===== config.mk =====
export PLATFORM = sky130hd
export DESIGN_NAME = key_matrix_history_debounce
export DESIGN_NICKNAME = d
export VERILOG_FILES = /design/src/rtl/kmhd_pkg.sv /design/src/rtl/key_matrix_history_debounce.sv
export SDC_FILE = /design/constraint.sdc
export NUM_CORES = 1
export LEC_CHECK = 0
export ABC_AREA = 1
export BUFFER_PORTS_ARGS = -buffer_cell sky130_fd_sc_hd__buf_2
export CORE_UTILIZATION = 35
export DETAILED_ROUTE_END_ITERATION = 8
export GPL_TIMING_DRIVEN = 0
export SLEW_MARGIN = 15
export SYNTH_ARGS = -nofsm -noshare
export SYNTH_HDL_FRONTEND = slang
export SYNTH_SLANG_ARGS = --single-unit

===== constraint.sdc =====
create_clock -name clk -period 18.2 [get_ports clk]
set_input_delay 0.91 -clock clk [delete_from_list [all_inputs] [get_ports clk]]
set_output_delay 0.91 -clock clk [all_outputs]
set_load 0.005 [all_outputs]

===== src/rtl/kmhd_pkg.sv =====
`timescale 1ns / 1ps
// kmhd_pkg: matrix geometry, field widths, register indexes and reset values
// for the key matrix history debouncer; no dependencies
package kmhd_pkg;

  localparam int ROWS       = 4;
  localparam int COLS       = 11;
  localparam int FIELD_COLS = 11;
  localparam int ROW_W      = 2;
  localparam int HIST_W     = 8;
  localparam int CNT_W      = 6;
  localparam int THR_W      = 8;
  localparam int KW         = (COLS > FIELD_COLS) ? COLS : FIELD_COLS;

  localparam int IN_W   = 16;
  localparam int OUT_W  = 16;
  localparam int CIDX_W = 1;

  localparam logic [CNT_W-1:0] COUNT_MAX = '1;
  localparam logic [FIELD_COLS-1:0] LIVE_MASK =
    (COLS >= FIELD_COLS) ? {FIELD_COLS{1'b1}} : FIELD_COLS'((1 << COLS) - 1);

  localparam logic [THR_W-1:0] DOWN_THR_RST = 8'd240;
  localparam logic [THR_W-1:0] UP_THR_RST   = 8'd15;

  localparam logic [CIDX_W-1:0] REG_DOWN_THR = 1'd0;
  localparam logic [CIDX_W-1:0] REG_UP_THR   = 1'd1;

  localparam logic MODE_ROW   = 1'b0;
  localparam logic MODE_PROBE = 1'b1;

  typedef logic [COLS-1:0][HIST_W-1:0] row_hist_t;
  typedef logic [FIELD_COLS-1:0]       row_keys_t;

endpackage


===== src/rtl/key_matrix_history_debounce.sv =====
`timescale 1ns / 1ps
// key_matrix_history_debounce: per-key shift-register debounce with idle detection
// the result is registered when an item is accepted and is valid in the next cycle
// throughput: one item per cycle while the output is not stalled; per-row history update and compares are one pass
// in_tready drops only while a result waits and out_tready is low
// reset (synchronous, rst_n low): histories, debounced rows, busy count and flags
// cleared, thresholds back to 240 and 15, output register empty
// depends on kmhd_pkg
module key_matrix_history_debounce (
  input  logic                         clk,
  input  logic                         rst_n,
  input  logic                         in_tvalid,
  output logic                         in_tready,
  input  logic [kmhd_pkg::IN_W-1:0]    in_tdata,   // row_index, column_levels
  input  logic                         in_tuser,   // mode
  output logic                         out_tvalid,
  input  logic                         out_tready,
  output logic [kmhd_pkg::OUT_W-1:0]   out_tdata,  // out_row, row_keys, idle_now, rescan_wanted
  output logic                         out_tlast,  // scan_done
  input  logic                         cfg_we,
  input  logic [kmhd_pkg::CIDX_W-1:0]  cfg_addr,
  input  logic [kmhd_pkg::THR_W-1:0]   cfg_wdata
);
  import kmhd_pkg::*;

  row_hist_t              hist_r [ROWS];
  row_keys_t              keys_r [ROWS];
  logic [CNT_W-1:0]       busy_cnt_r, busy_cnt_nxt;
  logic                   idle_r, idle_nxt;
  logic                   first_r, first_nxt;
  logic [THR_W-1:0]       down_thr_r, up_thr_r;

  logic                   out_valid_r, out_valid_nxt;
  logic [ROW_W-1:0]       o_row_r, o_row_nxt;
  row_keys_t              o_keys_r, o_keys_nxt;
  logic                   o_done_r, o_done_nxt;
  logic                   o_rescan_r, o_rescan_nxt;

  logic                   in_fire;
  logic                   mode;
  logic [ROW_W-1:0]       row;
  row_keys_t              lev;
  logic [KW-1:0]          lev_w;
  logic [KW-1:0]          keys_w;
  row_hist_t              hist_new;
  logic [COLS-1:0]        busy;
  logic [CNT_W:0]         cnt_sum;
  logic [CNT_W-1:0]       cnt_sat;
  logic                   row_ok;
  logic                   upd_row;

  assign in_tready = !out_valid_r || out_tready;
  assign in_fire   = in_tvalid && in_tready;
  assign mode      = in_tuser;
  assign row       = in_tdata[ROW_W-1:0];
  assign lev       = in_tdata[ROW_W +: FIELD_COLS] & LIVE_MASK;
  assign lev_w     = KW'(lev);
  assign row_ok    = (int'(row) < ROWS);

  // per-key history shift and threshold compare for the addressed row
  always_comb begin
    keys_w = KW'(keys_r[row]);
    for (int c = 0; c < COLS; c++) begin
      hist_new[c] = {lev_w[c], hist_r[row][c][HIST_W-1:1]};
      busy[c]     = 1'b1;
      if (hist_new[c] >= down_thr_r) begin
        keys_w[c] = 1'b1;
      end else if (hist_new[c] <= up_thr_r) begin
        keys_w[c] = 1'b0;
        if (hist_new[c] == '0) begin
          busy[c] = 1'b0;
        end
      end
    end
    cnt_sum = {1'b0, busy_cnt_r} + (CNT_W+1)'($countones(busy));
    cnt_sat = (cnt_sum > {1'b0, COUNT_MAX}) ? COUNT_MAX : cnt_sum[CNT_W-1:0];
  end

  always_comb begin
    busy_cnt_nxt = busy_cnt_r;
    idle_nxt     = idle_r;
    first_nxt    = first_r;
    upd_row      = 1'b0;
    o_row_nxt    = '0;
    o_keys_nxt   = '0;
    o_done_nxt   = 1'b0;
    o_rescan_nxt = 1'b0;
    if (mode == MODE_PROBE) begin
      if (idle_r && (lev != '0)) begin
        idle_nxt  = 1'b0;
        first_nxt = 1'b1;
      end
    end else if (!row_ok) begin
      o_row_nxt = row;
    end else if (idle_r) begin
      o_row_nxt  = row;
      o_keys_nxt = keys_r[row];
    end else begin
      upd_row      = 1'b1;
      o_row_nxt    = row;
      o_keys_nxt   = keys_w[FIELD_COLS-1:0];
      busy_cnt_nxt = cnt_sat;
      if (int'(row) == ROWS - 1) begin
        o_done_nxt   = 1'b1;
        busy_cnt_nxt = '0;
        if (cnt_sat == '0) begin
          idle_nxt = 1'b1;
        end else if (first_r) begin
          first_nxt    = 1'b0;
          o_rescan_nxt = 1'b1;
        end
      end
    end
  end

  always_comb begin
    out_valid_nxt = out_valid_r;
    if (in_fire) begin
      out_valid_nxt = 1'b1;
    end else if (out_tready) begin
      out_valid_nxt = 1'b0;
    end
  end

  always_ff @(posedge clk) begin
    if (!rst_n) begin
      for (int r = 0; r < ROWS; r++) begin
        hist_r[r] <= '0;
        keys_r[r] <= '0;
      end
      busy_cnt_r  <= '0;
      idle_r      <= 1'b0;
      first_r     <= 1'b0;
      down_thr_r  <= DOWN_THR_RST;
      up_thr_r    <= UP_THR_RST;
      out_valid_r <= 1'b0;
    end else begin
      out_valid_r <= out_valid_nxt;
      if (in_fire) begin
        busy_cnt_r <= busy_cnt_nxt;
        idle_r     <= idle_nxt;
        first_r    <= first_nxt;
        if (upd_row) begin
          hist_r[row] <= hist_new;
          keys_r[row] <= keys_w[FIELD_COLS-1:0];
        end
      end
      if (cfg_we) begin
        case (cfg_addr)
          REG_DOWN_THR: down_thr_r <= cfg_wdata;
          REG_UP_THR:   up_thr_r   <= cfg_wdata;
          default: ;
        endcase
      end
    end
  end

  always_ff @(posedge clk) begin
    if (in_fire) begin
      o_row_r    <= o_row_nxt;
      o_keys_r   <= o_keys_nxt;
      o_done_r   <= o_done_nxt;
      o_rescan_r <= o_rescan_nxt;
    end
  end

  assign out_tvalid = out_valid_r;
  assign out_tlast  = o_done_r;
  assign out_tdata  = OUT_W'({o_rescan_r, idle_r, o_keys_r, o_row_r});

endmodule


Word level (Yosys, flattened, before mapping). Memory sizes are Yosys's and may differ from the RTL's. Index checks and enable logic that the tools add are counted.

Memories: 2. Input bits: 31. Flip-flop bits (word level): 40. Word-level logic and storage cells: 167. RAM bits: 396.

Memories: hist_r (words 4, bits a word 88, read ports 1, clocked after memory_dff 0, wr ports 4, line key_matrix_history_debounce.sv:26) `row_hist_t hist_r [ROWS];`; keys_r (words 4, bits a word 11, read ports 1, clocked after memory_dff 0, wr ports 4, line key_matrix_history_debounce.sv:27) `row_keys_t keys_r [ROWS];`.

Equal/unequal tests: 4. Mux-type cells: 85. Bitwise logic cells: 4. Add/subtract/negate cells: 11. Magnitude comparators: 23. Reduce and logical (&&, ||, !) cells: 28.

Operator list (count): $ge 8x8->1 (11); $le 8x8->1 (11); $logic_not 8->1 (11); $mux 88 (1); $reduce_or 88->1 (1); $mux 1 (78); $mux 11 (2); $mux 6 (2); $reduce_bool 11->1 (1); $reduce_or 11->1 (1); $add 1x1->2 (5); $add 6x5->7 (1); $gt 7x6->1 const B (1); $add 2x2->3 (2); $logic_not 6->1 (1); $reduce_and 2->1 (3); $add 4x3->5 (1); $reduce_and 5->1 (1); $add 3x3->4 (1); $mux 2 (2); $ne 2x2->1 const B (2); $not 1->1 (4); $reduce_bool 2->1 (2); $reduce_or 4->1 (1); 8 further kinds (9).

Longest topological paths before layout. An unclocked memory read counts as a cell.

Word-level depth: 17. Mapped depth: 32. Depth with buffers taken out: 29.

Worst setup path before layout. OpenSTA, ideal clock, no wires.

Path type: input to register. Start point: input in_tdata[1] (netlist name). End point: memory hist_r[1][10] (netlist name), enable pin. Library setup time: 0.656 ns. Data arrival time: 7.970 ns. Buffers on the path: 4. Cell stages on the path: 7. Setup slack: 9.574 ns. Cell sequence: buf_2 > inv_2 > buf_2 > buf_2 > nand2_1 > buf_2 > o21ai_0.

RTL lines: start, declared (line key_matrix_history_debounce.sv:14) `input logic [kmhd_pkg::IN_W-1:0] in_tdata,`; end, declared (line key_matrix_history_debounce.sv:26).

Worst setup path after layout.
Start point: input in_tdata[1] (netlist name). End point: register o_rescan_r (data pin).

Word-level cells in the longest chain between the ends: 14.

RTL lines: branches (longest 13 deep; another with $mem_v2 4x88); $reduce_or 4->1 (no source line) *; end signal, assigned (line key_matrix_history_debounce.sv:163) `o_rescan_r <= o_rescan_nxt;`; end, declared (line key_matrix_history_debounce.sv:37) `logic o_rescan_r, o_rescan_nxt;`.

Mark *: on every way between the ends. A chain may end at the register's enable or synchronous reset.

==> results.sh <==
export IMPL_min_period_ps=8070
export IMPL_viasPerCell=5.59
export IMPL_holdWs_ps=471
export IMPL_worstMarginPinSlew_ps=1310
export IMPL_nets=2651
export IMPL_maxSlewViolCount=0
export IMPL_r2r_cells=22
export IMPL_place_hpwl_um=54000
export IMPL_vdd_drop_max_mv=0.0564
export IMPL_wl_per_cell_um=24.4
export IMPL_cap_violations=0
export IMPL_drc=0
export IMPL_htreeDepth=2
export IMPL_die_area_um2=62600
export IMPL_syn_avg_cell_area_um2=9.26
export IMPL_antenna_cells=0
export IMPL_grt_pass1_vias=17137
export IMPL_clock_latency_ps=580
export IMPL_synth_area_um2=21500
export IMPL_cp_arrival_ps=8410
export IMPL_initial_core_util=0.356
export IMPL_ys_seq_elements=392
export IMPL_path_clk_slew_ps=60
export IMPL_layout_drive_gt1_share=0.0680
export IMPL_min_period_over_period=0.444
export IMPL_io_pins=50
export IMPL_cts_tree="built"
export IMPL_grt_overflow_total=0
export IMPL_timing_final_hold_violations=0
export IMPL_hold_class="reg -> reg"
export IMPL_async_flop_share=0
export IMPL_synth_main_ff_cell="edfxtp_1"
export IMPL_area_growth_pct=13.8
export IMPL_startpoint_type="primary input"
export IMPL_final_setup_viol_count=0
export IMPL_final_common_cell="nor2_1"
export IMPL_core_um2=60600
export IMPL_synth_cells=2328
export IMPL_rsz0062_at_grt="no"
export IMPL_port_buffers=42
export IMPL_ys_seq_area_frac=0.535
export IMPL_cts_resized=0
export IMPL_fillers=5903
export IMPL_synth_fp_nets=2552
export IMPL_min_path_cells=2
export IMPL_dr_first_iter_drc_count=2139
export IMPL_gr_usage_all_layers=0.250
export IMPL_clock_tree_buffer_depth=3
export IMPL_cp_max_fo=10
export IMPL_grt_pass1_wl_um=114000
export IMPL_grt_max_degree=47
export IMPL_skew_ps=13.5
export IMPL_powerDensity_nw_per_um2=94.8
export IMPL_path_class="in -> reg"
export IMPL_first_pass_iters=6
export IMPL_cts_hold_buffers_added=0
export IMPL_final_cell_mix="500 x nor2_1, 387 x nand2_1, 367 x edfxtp_1, 193 x inv_1, 186 x ha_1"
export IMPL_vias=18113
export IMPL_cts_root_buffer="clkbuf_16"
export IMPL_p_leak_nw=10.5
export IMPL_die_w_um=250
export IMPL_critical_path_required_ps=18530
export IMPL_clock_sinks=392
export IMPL_wl_um=79100
export IMPL_crit_path_end_kind="register"
export IMPL_setup_tns_ps=0
export IMPL_synth_cell_type_count=34
export IMPL_rows=90
export IMPL_synth_edf_count=367
export IMPL_status="finished, final reports clean"
export IMPL_die_height_um=250
export IMPL_drtAntennaViolNets=0
export IMPL_fmax_mhz=124
export IMPL_yosysWarnings=0
export IMPL_antenna_found_initial=0
export IMPL_gp_congestion=0.931
export IMPL_cts_made_buffers=42
export IMPL_post_cts_buffers=0
export IMPL_max_slew_margin_rel=0.123
-- worst max-delay path, stage by stage --
cell,delay [ps]
buf_2,180
inv_2,80
buf_2,210
clkbuf_1,990
o21ai_0,240
o22ai_1,450
ha_1,320
nand2_1,80
nor2_1,50
o21bai_1,140
nand2_1,70
nor2_1,400
nand3_1,440
fa_1,710
fa_1,460
fa_1,520
fa_1,500
ha_1,270
fa_1,410
inv_1,90
nor3_1,50
nor2_1,340
nand2_1,140
nor2_1,150
nand2_1,90
nand2_1,60
nor2_1,40
-- cell type report --
type	instances	area (um2)	share of cell area
Sequential cell	392	11500	0.470
Multi-Input combinational cell	1630	8840	0.361
Clock buffer	55	1130	0.0461
Tap cell	782	978	0.0399
Inverter	199	747	0.0305
Timing Repair Buffer	55	548	0.0224
Buffer	107	478	0.0195
Clock inverter	18	270	0.0110
-- power breakdown --
group          internal [mW]  switching [mW]  total, mW
Sequential              1.03          0.0136       1.04
Combinational          0.110           0.268      0.378
Clock                  0.536           0.367      0.904
-- state kept, by name (all words and copies together), names as in the netlist, 2 cells and up --
| name | cells |
|---|---|
| down_thr_r | 8 |
| up_thr_r | 8 |
| keys_r | 44 |
| busy_cnt_r | 6 |
| hist_r | 308 |
| o_row_r | 2 |
| o_keys_r | 11 |
-- path summary, 6_finish.rpt --
kind,from,to,slack (ps)
min,busy_cnt_r[3]$_SDFFE_PN0P_,busy_cnt_r[3]$_SDFFE_PN0P_,470
min reg2reg,busy_cnt_r[3]$_SDFFE_PN0P_,busy_cnt_r[3]$_SDFFE_PN0P_,470
max reg2reg,down_thr_r[1]$_SDFFE_PN0P_,o_rescan_r$_SDFFCE_PP0P_,11400
max,in_tdata[1],o_rescan_r$_SDFFCE_PP0P_,10130
-- cells in the mapped netlist, types with 29 or more instances --
library cell,count,area share
ha_1,186,0.11
nor3_1,54,0.013
a21oi_1,124,0.029
inv_1,193,0.034
nand2_1,389,0.068
o21ai_0,152,0.035
nor2_1,500,0.087
clkbuf_1,46,0.0080
nand3_1,93,0.022
o22ai_1,29,0.0084
edfxtp_1,367,0.51
buf_2,34,0.0079
-- logic make-up after synthesis --
| kind of cell | share of synthesized area |
|---|---|
| AND/OR/NAND/NOR | 0.199 |
| flip-flops | 0.535 |
| adder cells (fa/ha/maj) | 0.115 |
| buffers and inverters | 0.0569 |
| other | 0.000174 |
| AO/OA/AOI/OAI | 0.0945 |
-- per-stage QoR --
stage | setup slack [ps] | util | total power [mW] | instance area, um2 | cells
after global placement | 3290 | 0.375 | 1.42 | 22700 | 3152
after detailed placement | 9860 | 0.381 | 1.43 | 23100 | 3165
after CTS | 10460 | 0.405 | 2.32 | 24500 | 3238
after floorplan | 9570 | - | 1.29 | 21500 | 2328
final | 10130 | 0.405 | 2.32 | 24500 | 3238
after global routing | 9890 | 0.405 | 2.40 | 24500 | 3238
-- routing by layer --
layer,track usage,vias to the layer above,share of wire
li1,-,8163,-
met2,0.397,1027,0.45
met4,0.114,0,0.047
met5,0.000772,-,0
met1,0.326,8734,0.39
met3,0.0510,189,0.11
No activity file was read; power rests on OpenSTA's default activity.
